<file path="src/sv/gpfp_pkg.sv">
// Package for the GNSS position frame parser: frame constants, status codes
// and field widths. No dependencies.
`default_nettype none

package gpfp_pkg;

    localparam logic [7:0] SyncFirst  = 8'hB5;
    localparam logic [7:0] SyncSecond = 8'h62;
    localparam logic [7:0] FrameClass = 8'h01;
    localparam logic [7:0] FrameId    = 8'h02;
    localparam logic [7:0] FrameLen   = 8'd28;

    localparam int PayloadBytes = 28;
    localparam int PayloadWords = PayloadBytes / 4;
    localparam int IndexWidth   = $clog2(PayloadBytes);
    localparam int DataWidth    = PayloadBytes * 8;

    typedef enum logic [1:0] {
        STATUS_OK       = 2'd0,
        STATUS_HEADER   = 2'd1,
        STATUS_CHECKSUM = 2'd2
    } status_t;

endpackage

`default_nettype wire

</file>
<file path="src/sv/gnss_position_frame_parser.sv">
// Byte-serial parser for a 28-byte position frame with two-byte Fletcher sum.
// Depends on gpfp_pkg.
// An accepted byte is held in in_byte_reg; a result it causes is then registered at the output.
// Throughput: one byte per cycle; s_tready falls only while a held result
// and a held input byte both wait on m_tready.
// Reset: aresetn synchronous, active low; clears parser state and both valids.
`default_nettype none

module gnss_position_frame_parser
    import gpfp_pkg::*;
(
    input  wire logic                 aclk,
    input  wire logic                 aresetn,
    input  wire logic                 s_tvalid,
    output logic                      s_tready,
    input  wire logic [7:0]           s_tdata,  // rx_byte
    input  wire logic                 s_tuser,  // frame_start
    output logic                      m_tvalid,
    input  wire logic                 m_tready,
    // time_of_week_ms, longitude, latitude, ellipsoid_height,
    // sea_level_height, horiz_accuracy, vert_accuracy (32 bits each)
    output logic [DataWidth-1:0]      m_tdata,
    output logic [1:0]                m_tuser   // status
);

    typedef enum logic [3:0] {
        PH_IDLE    = 4'd0,
        PH_SYNC2   = 4'd1,
        PH_CLASS   = 4'd2,
        PH_ID      = 4'd3,
        PH_LENLO   = 4'd4,
        PH_LENHI   = 4'd5,
        PH_PAYLOAD = 4'd6,
        PH_CKA     = 4'd7,
        PH_CKB     = 4'd8
    } phase_t;

    logic                           in_valid_reg;
    logic [7:0]                     in_byte_reg;
    logic                           in_start_reg;

    phase_t                         phase_reg, phase_next;
    logic [IndexWidth-1:0]          index_reg, index_next;
    logic [7:0]                     sum_a_reg, sum_a_next;
    logic [7:0]                     sum_b_reg, sum_b_next;
    logic [7:0]                     len_low_reg, len_low_next;
    logic [7:0]                     exp_a_reg, exp_a_next;
    logic [PayloadBytes-1:0][7:0]   payload_reg;

    logic                           m_valid_reg;
    logic [DataWidth-1:0]           m_data_reg;
    status_t                        m_status_reg;

    logic                           process;
    logic                           emit;
    logic                           capture;
    status_t                        status_next;
    logic [7:0]                     b;
    logic [7:0]                     sum_a_add;

    assign process  = in_valid_reg && (!m_valid_reg || m_tready);
    assign s_tready = !in_valid_reg || process;
    assign m_tvalid = m_valid_reg;
    assign m_tdata  = m_data_reg;
    assign m_tuser  = m_status_reg;
    assign b        = in_byte_reg;
    assign sum_a_add = sum_a_reg + b;

    always_comb begin
        phase_next   = phase_reg;
        index_next   = index_reg;
        sum_a_next   = sum_a_reg;
        sum_b_next   = sum_b_reg;
        len_low_next = len_low_reg;
        exp_a_next   = exp_a_reg;
        emit         = 1'b0;
        capture      = 1'b0;
        status_next  = STATUS_HEADER;

        if (in_start_reg) begin
            index_next = '0;
            if (b == SyncFirst) begin
                phase_next = PH_SYNC2;
            end else if (b != FrameClass) begin
                emit       = 1'b1;
                phase_next = PH_IDLE;
            end else begin
                sum_a_next = b;
                sum_b_next = b;
                phase_next = PH_ID;
            end
        end else begin
            unique case (phase_reg)
                PH_SYNC2: begin
                    if (b == SyncSecond) begin
                        phase_next = PH_CLASS;
                    end else begin
                        emit       = 1'b1;
                        phase_next = PH_IDLE;
                    end
                end
                PH_CLASS: begin
                    if (b != FrameClass) begin
                        emit       = 1'b1;
                        phase_next = PH_IDLE;
                    end else begin
                        sum_a_next = b;
                        sum_b_next = b;
                        phase_next = PH_ID;
                    end
                end
                PH_ID: begin
                    if (b != FrameId) begin
                        emit       = 1'b1;
                        phase_next = PH_IDLE;
                    end else begin
                        sum_a_next = sum_a_add;
                        sum_b_next = sum_b_reg + sum_a_add;
                        phase_next = PH_LENLO;
                    end
                end
                PH_LENLO: begin
                    len_low_next = b;
                    sum_a_next   = sum_a_add;
                    sum_b_next   = sum_b_reg + sum_a_add;
                    phase_next   = PH_LENHI;
                end
                PH_LENHI: begin
                    if (b != 8'h00 || len_low_reg != FrameLen) begin
                        emit       = 1'b1;
                        phase_next = PH_IDLE;
                    end else begin
                        sum_a_next = sum_a_add;
                        sum_b_next = sum_b_reg + sum_a_add;
                        index_next = '0;
                        phase_next = PH_PAYLOAD;
                    end
                end
                PH_PAYLOAD: begin
                    capture    = 1'b1;
                    sum_a_next = sum_a_add;
                    sum_b_next = sum_b_reg + sum_a_add;
                    index_next = index_reg + 1'b1;
                    if (index_reg == IndexWidth'(PayloadBytes - 1)) begin
                        phase_next = PH_CKA;
                    end
                end
                PH_CKA: begin
                    exp_a_next = b;
                    phase_next = PH_CKB;
                end
                PH_CKB: begin
                    emit        = 1'b1;
                    phase_next  = PH_IDLE;
                    status_next = (exp_a_reg == sum_a_reg && b == sum_b_reg)
                                  ? STATUS_OK : STATUS_CHECKSUM;
                end
                default: begin
                    phase_next = PH_IDLE;
                end
            endcase
        end
    end

    always_ff @(posedge aclk) begin
        if (!aresetn) begin
            in_valid_reg <= 1'b0;
            m_valid_reg  <= 1'b0;
            phase_reg    <= PH_IDLE;
            index_reg    <= '0;
            sum_a_reg    <= '0;
            sum_b_reg    <= '0;
            len_low_reg  <= '0;
            exp_a_reg    <= '0;
            m_status_reg <= STATUS_OK;
        end else begin
            if (s_tready) begin
                in_valid_reg <= s_tvalid;
            end
            if (process && emit) begin
                m_valid_reg  <= 1'b1;
                m_status_reg <= status_next;
            end else if (m_tready) begin
                m_valid_reg <= 1'b0;
            end
            if (process) begin
                phase_reg   <= phase_next;
                index_reg   <= index_next;
                sum_a_reg   <= sum_a_next;
                sum_b_reg   <= sum_b_next;
                len_low_reg <= len_low_next;
                exp_a_reg   <= exp_a_next;
            end
        end
    end

    always_ff @(posedge aclk) begin
        if (s_tready && s_tvalid) begin
            in_byte_reg  <= s_tdata;
            in_start_reg <= s_tuser;
        end
        if (process && capture) begin
            payload_reg[index_reg] <= b;
        end
        if (process && emit) begin
            m_data_reg <= (status_next == STATUS_OK) ? DataWidth'(payload_reg)
                                                     : '0;
        end
    end

    property p_reject_zero_data;
        @(posedge aclk) disable iff (!aresetn)
        m_tvalid && m_tuser != STATUS_OK |-> m_tdata == '0;
    endproperty
    a_reject_zero_data: assert property (p_reject_zero_data)
        else $error("non-ok result carries data");

    property p_status_code;
        @(posedge aclk) disable iff (!aresetn)
        m_tvalid |-> (m_tuser == STATUS_OK || m_tuser == STATUS_HEADER ||
                      m_tuser == STATUS_CHECKSUM);
    endproperty
    a_status_code: assert property (p_status_code)
        else $error("undefined status code");

    property p_stall_cause;
        @(posedge aclk) disable iff (!aresetn)
        !s_tready |-> in_valid_reg && m_valid_reg && !m_tready;
    endproperty
    a_stall_cause: assert property (p_stall_cause)
        else $error("input stalled without a blocked result");

    property p_index_range;
        @(posedge aclk) disable iff (!aresetn)
        phase_reg == PH_PAYLOAD |-> index_reg < IndexWidth'(PayloadBytes);
    endproperty
    a_index_range: assert property (p_index_range)
        else $error("payload index out of range");

    property p_result_after_check;
        @(posedge aclk) disable iff (!aresetn)
        process && !in_start_reg && phase_reg == PH_CKB |=> m_valid_reg;
    endproperty
    a_result_after_check: assert property (p_result_after_check)
        else $error("no result after second check byte");

endmodule

`default_nettype wire

</file>
<file path="config.mk">
export PLATFORM = sky130hd
export DESIGN_NAME = gnss_position_frame_parser
export DESIGN_NICKNAME = d
export VERILOG_FILES = /design/src/sv/gpfp_pkg.sv /design/src/sv/gnss_position_frame_parser.sv
export SDC_FILE = /design/constraint.sdc
export NUM_CORES = 1
export LEC_CHECK = 0
export ABC_CLOCK_PERIOD_IN_PS = 38800
export BUFFER_PORTS_ARGS = -buffer_cell sky130_fd_sc_hd__buf_4
export CAP_MARGIN = 20
export CORE_ASPECT_RATIO = 0.7
export CORE_MARGIN = 2
export CORE_UTILIZATION = 62
export CTS_BUF_LIST = sky130_fd_sc_hd__clkbuf_4 sky130_fd_sc_hd__clkbuf_8 sky130_fd_sc_hd__clkbuf_16
export DETAILED_ROUTE_END_ITERATION = 10
export PLACE_DENSITY = 0.95
export SLEW_MARGIN = 20
export SYNTH_ARGS = -nofsm -noshare
export SYNTH_HDL_FRONTEND = slang
export SYNTH_SLANG_ARGS = --single-unit
</file>
<file path="constraint.sdc">
create_clock -name aclk -period 38.8 [get_ports aclk]
set_input_delay 11.64 -clock aclk [delete_from_list [all_inputs] [get_ports aclk]]
set_output_delay 11.64 -clock aclk [all_outputs]
set_load 0.1 [all_outputs]
</file>
==> results.md, run 1 <==
* Largest net degree at the start of global routing at 173
* Setup Skew at 0.01451 ns
* Worst EP required at 27.16 ns
* Chip Width at 209.8 um
* Number of failing setup endpoints in the final timing report at 0
* DPL Wire Length at 23.59 mm
* Number of inserted diodes at 0
* Leak Pwr at 0.008094 uW
* Area share of the largest cell type after synthesis at 0.7464
* Gp weighted congestion at 0.8767
* Final hold violation count at 0
* Status: complete, no violations
* Asr flop ratio synth at 0
* Max Freq at 0.04147 GHz
* Area of all placed cells without fillers at 22080 um2
* Type of the worst setup path: input pin to output pin
* Wire length of the first global-routing pass at 58.84 mm
* P&R area growth vs syn at 20.12%
* Core Area at 29020 um2
* Post-synth top area cell: edfxtp_1
* Via count of the first global-routing pass at 9948
* Gr usage total at 0.2548
* Synth warn at 0
* Cell at the root of the clock tree: clkbuf_16
* Unrepaired setup endpoints after global routing: false
* WL final at 39.64 mm
* Post-synth EDFFs at 457
* Mapped Area at 18390 um2
* Post-CTS Setup Inserts at 0
* Die footprint at 31070 um2
* Detailed-router iteration count before antenna repair at 7
* Critical Path Source Type: input pin
* Final layout net count at 1396
* Minimum period implied by the final worst setup slack at 24.11 ns
* Crit path setup slack, layout at 14.69 ns
* Initial antenna violation count at 0
* Net count after synthesis at 1144
* Clk sink count at 502
* Remaining DRCs at 0
* Tightest slew margin relative to the limit at 0.2875
* Post-CTS resize count at 0
* Power density normalized to cell area at 52.29 nW/um2
* Number of pins exceeding their max-slew limit in the final report at 0
* Largest delay share family, worst path: simple AND/OR/NAND/NOR gates
* Number of fill cells at 1487
* Commonest register cell after synthesis: edfxtp_1
* Count of buffering cells on the critical path with inverters included at 2
* Worst slew pin tran at 1.066 ns
* CP max stage cell: nor2b_1
* Placed cell areas at 20580 um2
* FF+latch count, synth at 502
* CTS H-tree depth at 2
* Pre-CTS setup slack at 14.69 ns
* Number of nets with antenna violations after routing at 0
* Floorplan die height at 148.1 um
* Average routed wire per standard cell at 22.33 um
* Arr. time, crit path at 12.47 ns
* Instance count of the mapped netlist at 1110
* Sort of element at the end of the critical path: output pin
* Num ports at 241
* Clock transition time at the flip-flop clock pins of the worst setup and hold paths at 0.06 ns
* Worst min-delay path class: flip-flop to flip-flop
* Worst-case clock buffer depth at 3
* Total congestion overflow at 0
* Average cell area after synthesis at 16.56 um2
* Most used cell, CP: buf_4
* Count of standard-cell rows at 52
* Cells along the critical path: buf_4 > nor2b_1 > nand2_1 > buf_4
* TritonCTS clock tree: done
* Number of port buffers at 240
* Number of unique standard cell types used by synthesis at 63
* Share of cells above drive strength 1 at 0.2441
* Initial detailed-routing violation count at 1085
* Number of buffers added by the clock tree synthesis step at 44
* Largest cells by area after synthesis: edfxtp_1 75%, and2_1 7.7%, dfxtp_1 4.9%
* Worst skew pair latency at 0.56 ns
* Number of maximum-capacitance constraint violations at 0
* Setup tns final at 0 ns
* Via count of the routed design at 10180
* Worst-path fanout max at 6
* Via-per-instance ratio at 5.735
* Worst voltage drop across the vdd grid at 0.00004513 V
* Delay of the slowest cell on the worst path at 0.32 ns
* Number of hold buffers added after cts at 0
* Initial core utilization at 0.6336
* Part of the Yosys area used for sequential elements at 0.7954
* Final critical-path share of the clock period at 0.6215
layer usage:
layer	routed length, um	track usage	up-vias
li1	-	-	4527
met1	16050	0.3512	5021
met2	18930	0.4108	542
met3	3635	0.06398	89
met4	1024	0.07589	0
met5	0	0	-
synth_stat cells (2+ instances only):
cell       count
edfxtp_1     457
and2_1       227
nor2_1        70
dfxtp_1       45
clkbuf_1      36
nand2_1       35
a21oi_1       28
xor2_1        23
ha_1          19
mux2i_1       19
o21ai_0       19
inv_1         14
nand3_1       12
nor3_1         9
buf_2          8
a31oi_1        6
nor4_1         6
xnor2_1        6
nand3b_1       5
o21bai_1       5
nand2b_1       3
nand4_1        3
a211oi_1       2
a21o_1         2
buf_6          2
fa_1           2
nand4b_1       2
nor2_2         2
nor2b_1        2
nor4b_1        2
o2111ai_1      2
o211ai_1       2
o21ai_1        2
o221a_2        2
or3_1          2
or4_1          2
final cells by class:
| type | instances | area, um2 | share of cell area |
|---|---|---|---|
| Clock buffer | 59 | 1255 | 0.05683 |
| Clock inverter | 22 | 247.7 | 0.01122 |
| Inverter | 14 | 52.55 | 0.002380 |
| Multi-Input combinational cell | 547 | 3520 | 0.1594 |
| Sequential cell | 502 | 14620 | 0.6622 |
| Tap cell | 378 | 473.0 | 0.02142 |
| Timing Repair Buffer | 253 | 1912 | 0.08657 |
final timing paths:
check / start / to / slack (ns) / depth (start not counted)
max: m_tready / s_tready / 14.69 / 4
min: len_low_reg[5]$_SDFFE_PN0P_ / len_low_reg[5]$_SDFFE_PN0P_ / 0.50 / 2
max reg2reg: b[7]$_DFFE_PP_ / m_tdata[185]$_SDFFCE_PP0P_ / 34.61 / 8
min reg2reg: len_low_reg[5]$_SDFFE_PN0P_ / len_low_reg[5]$_SDFFE_PN0P_ / 0.50 / 2
metrics by stage:
stage,power [uW],hold WS [ns],cells,utilization
CTS,1160,0.5029,1775,0.7610
global placement,713.7,0.4685,1694,0.7093
finish,1155,0.5039,1775,0.7610
global route,1181,0.5269,1775,0.7610
detailed placement,715.4,0.4824,1694,0.7093
floorplan,694.8,0.4550,1110,-
kinds of logic (layout without fill, tap and decap cells):
logic type,after synthesis,in the layout,share of synthesized area
multiplexers,19,19,0.01034
AO/OA/AOI/OAI,83,83,0.02899
AND/OR/NAND/NOR,395,395,0.1223
flip-flops,502,502,0.7954
adder cells (fa/ha/maj),21,21,0.01511
buffers and inverters,61,348,0.01402
XOR/XNOR,29,29,0.01381
cells in the final DEF (no fill, tap or decap), drive strengths merged, types with 12 or more instances in the layout:
cell type,netlist,layout
mux2i,19,19
clkbuf,36,59
nand2,35,35
nor2,72,72
ha,19,19
a21oi,28,28
inv,14,14
buf,11,253
xor2,23,23
o21ai,21,21
and2,228,228
clkinv,0,15
dfxtp,45,45
edfxtp,457,457
nand3,12,12
tightest hold or removal path, stage by stage (launching register included):
cell	delay (ns)
dfxtp_1	0.33
mux2i_1	0.07
nor2_1	0.07
power breakdown:
part | total [uW] | internal (uW) | switching (uW)
clock network | 451 | 262 | 189
registers | 604 | 599 | 4.98
logic | 100 | 15.0 | 85.4
Power figures use the tool's default switching activity.
==> inputs of run 2 (changes only) <==
Settings changed: ABC_AREA from default to 1, ABC_CLOCK_PERIOD_IN_PS 38800 to 22100, CORE_UTILIZATION 62 to 52, PLACE_DENSITY 0.95 to 0.88.
Clock period 38.8 ns to 22.1 ns, I/O delays scaled along.
==> run 2 against run 1 <==
Effect of this change: synthesized cell count is 27% higher; final cell count is 23% higher; worst setup slack worse by 6.4 ns; critical endpoint unchanged.
==> results.md, run 2 <==
* Number of unique standard cell types used by synthesis at 41
* Initial core utilization at 0.5274
* Post-CTS Setup Inserts at 0
* Largest net degree at the start of global routing at 154
* DPL Wire Length at 24.65 mm
* Detailed-router iteration count before antenna repair at 5
* FF+latch count, synth at 502
* Largest cells by area after synthesis: edfxtp_1 72%, nor2_1 5.8%, inv_1 5.3%
* Total congestion overflow at 0
* Post-CTS resize count at 0
* Mapped Area at 18940 um2
* Initial detailed-routing violation count at 804
* R2r setup slk at 18.60 ns
* Startpoint of the worst register-to-register path: b[5]$_DFFE_PP_
* Worst min-delay path class: flip-flop to flip-flop
* Area of all placed cells without fillers at 22660 um2
* Max Freq at 0.07255 GHz
* Worst voltage drop across the vdd grid at 0.00006226 V
* Area share of the largest cell type after synthesis at 0.7244
* Final Hold Slack at 0.4917 ns
* Tightest slew margin relative to the limit at 0.3787
* Number of pins exceeding their max-slew limit in the final report at 0
* XOR/XNOR Fraction of Synth Area at 0.01063
* Core Area at 35920 um2
* Part of the Yosys area used for sequential elements at 0.7719
* Count of standard-cell rows at 58
* Final layout net count at 1711
* Asr flop ratio synth at 0
* Number of nets with antenna violations after routing at 0
* Number of non-filler instances in the completed layout at 2190
* Average cell area after synthesis at 13.40 um2
* FF-to-FF path depth at 10
* Final critical-path share of the clock period at 0.6237
* Worst skew pair latency at 0.56 ns
* Via-per-instance ratio at 5.019
* Die footprint at 38000 um2
* Num ports at 241
* Inst Count DP at 2109
* Clock transition time at the flip-flop clock pins of the worst setup and hold paths at 0.07 ns
* Number of fill cells at 2542
* Most used standard cell by instance count after synthesis: edfxtp_1
* Unrepaired setup endpoints after global routing: false
* P&R area growth vs syn at 19.62%
* Number of port buffers at 240
* Leak Pwr at 0.009078 uW
* Worst EP required at 15.47 ns
* Net count after synthesis at 1448
* Share of cells above drive strength 1 at 0.2251
* Number of hold buffers added after cts at 0
* Share of synthesized cell area in full adder, half adder and majority cells at 0.01466
* Last element of the critical path: s_tready
* Initial antenna violation count at 0
* Setup tns final at 0 ns
* Wire length of the first global-routing pass at 60.81 mm
* Final hold violation count at 0
* Largest family of logic cells by synthesized area: simple AND/OR/NAND/NOR gates
* Post-route core utilization at 0.6308
* Post-synthesis compound-gate area fraction at 0.02549
* Number of maximum-capacitance constraint violations at 0
* Worst-case clock buffer depth at 3
* Post-synth EDFFs at 457
* Placed cell areas at 21230 um2
* Instance count of the mapped netlist at 1414
* Post-synth top area cell: edfxtp_1
* Floorplan die height at 163.7 um
* Gp weighted congestion at 0.8524
* Critical Path Source Type: input pin
* Worst slew pin tran at 0.9319 ns
* Number of buffers added by the clock tree synthesis step at 45
* Gr usage total at 0.2125
* Arr. time, crit path at 7.15 ns
* Worst-path fanout max at 3
* Multiplexer area fraction after synthesis at 0
* Remaining DRCs at 0
* Via count of the first global-routing pass at 10620
* Type of the worst setup path: input pin to output pin
* Synth warn at 0
* Setup Skew at 0.02402 ns
* Crit path from: m_tready
* Chip Width at 232.1 um
* Minimum period implied by the final worst setup slack at 13.78 ns
* Sort of element at the end of the critical path: output pin
* WL final at 40.34 mm
* Clk sink count at 502
* Cell at the root of the clock tree: clkbuf_16
* Via count of the routed design at 10990
* Number of inserted diodes at 0
* Status: complete, no violations
* TritonCTS clock tree: done
* Power density normalized to cell area at 89.65 nW/um2
* Simple logic cell fraction of the synthesized area at 0.1110
* CTS H-tree depth at 2
* Commonest register cell after synthesis: edfxtp_1
* Ranking of synthesized cells by instance count: 457 x edfxtp_1, 294 x nor2_1, 267 x inv_1
* Number of failing setup endpoints in the final timing report at 0
* Most frequent cells in the layout: 457 x edfxtp_1, 294 x nor2_1, 266 x inv_1
* Worst R2R End: m_tdata[67]$_SDFFCE_PP0P_
* Most common cell after layout, fill and taps aside: edfxtp_1
* Average routed wire per standard cell at 18.42 um
run 2: through the flow:
step	total power (uW)	worst slack [ns]
detailed placement	1309	8.315
global placement	1306	8.290
global route	2086	8.293
finish	2032	8.316
CTS	2044	8.320
floorplan	1261	8.032
run 2: worst min-delay path by stage:
stage                                         start                        end  slack, ns  cells after the start
after floorplan           sum_a_reg[5]$_SDFFE_PN0P_  sum_a_reg[5]$_SDFFE_PN0P_       0.48                      2
after global placement      m_tuser[1]$_SDFFE_PN0P_    m_tuser[1]$_SDFFE_PN0P_       0.46                      2
after detailed placement    m_tuser[1]$_SDFFE_PN0P_    m_tuser[1]$_SDFFE_PN0P_       0.48                      2
after CTS                   m_tuser[1]$_SDFFE_PN0P_    m_tuser[1]$_SDFFE_PN0P_       0.49                      2
after global routing        m_tuser[1]$_SDFFE_PN0P_    m_tuser[1]$_SDFFE_PN0P_       0.51                      2
final                       m_tuser[1]$_SDFFE_PN0P_    m_tuser[1]$_SDFFE_PN0P_       0.49                      2
run 2: area by class of cell:
| type | instances | area, um2 | share of cell area |
|---|---|---|---|
| clock inverters | 20 | 151.4 | 0.006681 |
| clock buffers | 60 | 1256 | 0.05544 |
| well taps | 480 | 600.6 | 0.02650 |
| repair buffers | 252 | 1912 | 0.08437 |
| inverters | 276 | 1044 | 0.04605 |
| multi-input cells | 600 | 3073 | 0.1356 |
| flip-flops and latches | 502 | 14620 | 0.6454 |
run 2: metal layers:
layer	up-vias	routed length [um]	track usage
met3	69	2802	0.03524
li1	5168	-	-
met1	5328	17010	0.2952
met5	-	0	0
met4	0	723	0.05507
met2	427	19800	0.3532
run 2: kinds of logic (layout without fill, tap and decap cells):
family | Yosys count | count (layout)
flops | 502 | 502
simple gates | 471 | 471
buf+inv | 312 | 608
compound gates | 85 | 85
xor+xnor | 23 | 23
fa+ha+maj | 21 | 21
run 2: report_power, final:
| part | internal [uW] | leakage [uW] | switching, uW |
|---|---|---|---|
| logic | 34.3 | 0.00394 | 187 |
| registers | 1060 | 0.00443 | 10.8 |
| clock network | 414 | 0.000710 | 329 |
run 2: worst max-delay path: stages:
cell,delay [ns]
buf_4,0.11
inv_1,0.05
nand3_1,0.10
buf_4,0.26
==> inputs of run 3 (changes only) <==
Settings changed: ABC_CLOCK_PERIOD_IN_PS 22100 to 12050.
Clock period 22.1 ns to 12.05 ns, I/O delays scaled along.
==> run 3 against run 2 <==
Effect of this change: via count increased by 1.8%; clock power increased by 92%; design area increased by 0.27%; die area unchanged; critical path depth unchanged; clock skew decreased by 0.0075 ns; sequential share of layout area decreased by 0.17 points; sequential cell count unchanged; final cell count increased by 0.14%; count of clock-buffer cells in the layout decreased by 2; largest power group unchanged.
==> results.md, run 3 (synthesis gave the netlist of run 2 again) <==
* Status: complete, no violations
* Most common cell after layout, fill and taps aside: edfxtp_1
* Worst voltage drop across the vdd grid at 0.0001060 V
* Post-route core utilization at 0.6325
* Final Hold Slack at 0.4778 ns
* Count of standard-cell rows at 58
* Wire length of the first global-routing pass at 62.10 mm
* Hold Path End: m_tuser[1]$_SDFFE_PN0P_
* Worst EP required at 8.43 ns
* P&R area growth vs syn at 19.94%
* Arr. time, crit path at 4.18 ns
* Chip Width at 232.1 um
* Post-CTS Setup Inserts at 0
* Via count of the routed design at 11190
* Gr usage total at 0.2170
* Worst R2R End: m_tdata[76]$_SDFFCE_PP0P_
* Cell at the root of the clock tree: clkbuf_16
* FF-to-FF path depth at 12
* TritonCTS clock tree: done
* Largest net degree at the start of global routing at 144
* Number of non-filler instances in the completed layout at 2193
* Number of port buffers at 240
* Final critical-path share of the clock period at 0.6470
* Inst Count DP at 2109
* Num ports at 241
* Max Freq at 0.1283 GHz
* WL final at 41.22 mm
* Number of inserted diodes at 0
* Floorplan die height at 163.7 um
* Initial antenna violation count at 0
* Worst min-delay path class: flip-flop to flip-flop
* Clk sink count at 502
* Startpoint of the worst register-to-register path: b[5]$_DFFE_PP_
* Minimum period implied by the final worst setup slack at 7.796 ns
* Number of failing setup endpoints in the final timing report at 0
* Via-per-instance ratio at 5.104
* Worst-path fanout max at 3
* Leak Pwr at 0.009104 uW
* Remaining DRCs at 0
* Number of buffers added by the clock tree synthesis step at 46
* Critical Path Source Type: input pin
* Gp weighted congestion at 0.8595
* Count of cells along the worst hold path at 2
* Post-CTS resize count at 0
* Worst skew pair latency at 0.56 ns
* Total congestion overflow at 0
* Power density normalized to cell area at 167.1 nW/um2
* Initial detailed-routing violation count at 976
* Clock transition time at the flip-flop clock pins of the worst setup and hold paths at 0.06 ns
* Worst slew pin tran at 1.158 ns
* Setup Skew at 0.01657 ns
* Unrepaired setup endpoints after global routing: false
* Type of the worst setup path: input pin to output pin
* Number of hold buffers added after cts at 0
* Hold Startpoint: m_tuser[1]$_SDFFE_PN0P_
* Core Area at 35920 um2
* DPL Wire Length at 25.19 mm
* Power Total at 3797 uW
* Average routed wire per standard cell at 18.80 um
* CTS H-tree depth at 2
* Number of maximum-capacitance constraint violations at 0
* Die footprint at 38000 um2
* Sort of element at the end of the critical path: output pin
* Detailed-router iteration count before antenna repair at 6
* Final layout net count at 1711
* R2r setup slk at 8.31 ns
* Most frequent cells in the layout: 457 x edfxtp_1, 294 x nor2_1, 266 x inv_1
* Share of cells above drive strength 1 at 0.2294
* Setup tns final at 0 ns
* Number of nets with antenna violations after routing at 0
* Tightest slew margin relative to the limit at 0.2281
* Final hold violation count at 0
* Via count of the first global-routing pass at 10980
* Worst-case clock buffer depth at 3
* Initial core utilization at 0.5274
* Number of pins exceeding their max-slew limit in the final report at 0
## run 3: worst max-delay path by stage
stage | from | slack [ns] | depth (start not counted) | endpoint
floorplan | m_tready | 2.94 | 8 | m_tdata[0]$_SDFFCE_PP0P_
global placement | m_tready | 4.28 | 4 | s_tready
detailed placement | m_tready | 4.25 | 4 | s_tready
CTS | m_tready | 4.25 | 4 | s_tready
global route | m_tready | 4.23 | 4 | s_tready
finish | m_tready | 4.25 | 4 | s_tready
## run 3: report_power, final
group / switching [uW] / leakage [uW] / internal (uW)
logic: 343 / 0.00393 / 61.9
registers: 19.7 / 0.00443 / 1940
clock network: 621 / 0.000748 / 813
## run 3: metrics by stage
stage / worst slack [ns] / cell area (um2)
after detailed placement: 4.248 / 21230
after floorplan: 2.938 / 18940
after global routing: 4.234 / 22720
after CTS: 4.249 / 22720
final: 4.254 / 22720
after global placement: 4.281 / 21230
## run 3: layout make-up
cell class / count / area (um2)
well taps: 480 / 600.6
flip-flops and latches: 502 / 14620
fillers: 2509 / 13200
multi-input cells: 600 / 3073
clock buffers: 58 / 1259
clock inverters: 26 / 237.7
inverters: 276 / 1044
repair buffers: 251 / 1884
## run 3: routing by layer
| metal | vias up | track usage | wire [um] |
|---|---|---|---|
| met3 | 85 | 0.04184 | 3232 |
| met2 | 501 | 0.3526 | 19550 |
| met4 | 0 | 0.06672 | 1089 |
| met5 | - | 0 | 0 |
| li1 | 5190 | - | - |
| met1 | 5418 | 0.3001 | 17350 |
## run 3: critical path, stage by stage
cell	delay (ns)
buf_4	0.11
inv_1	0.06
nand3_1	0.13
buf_4	0.27
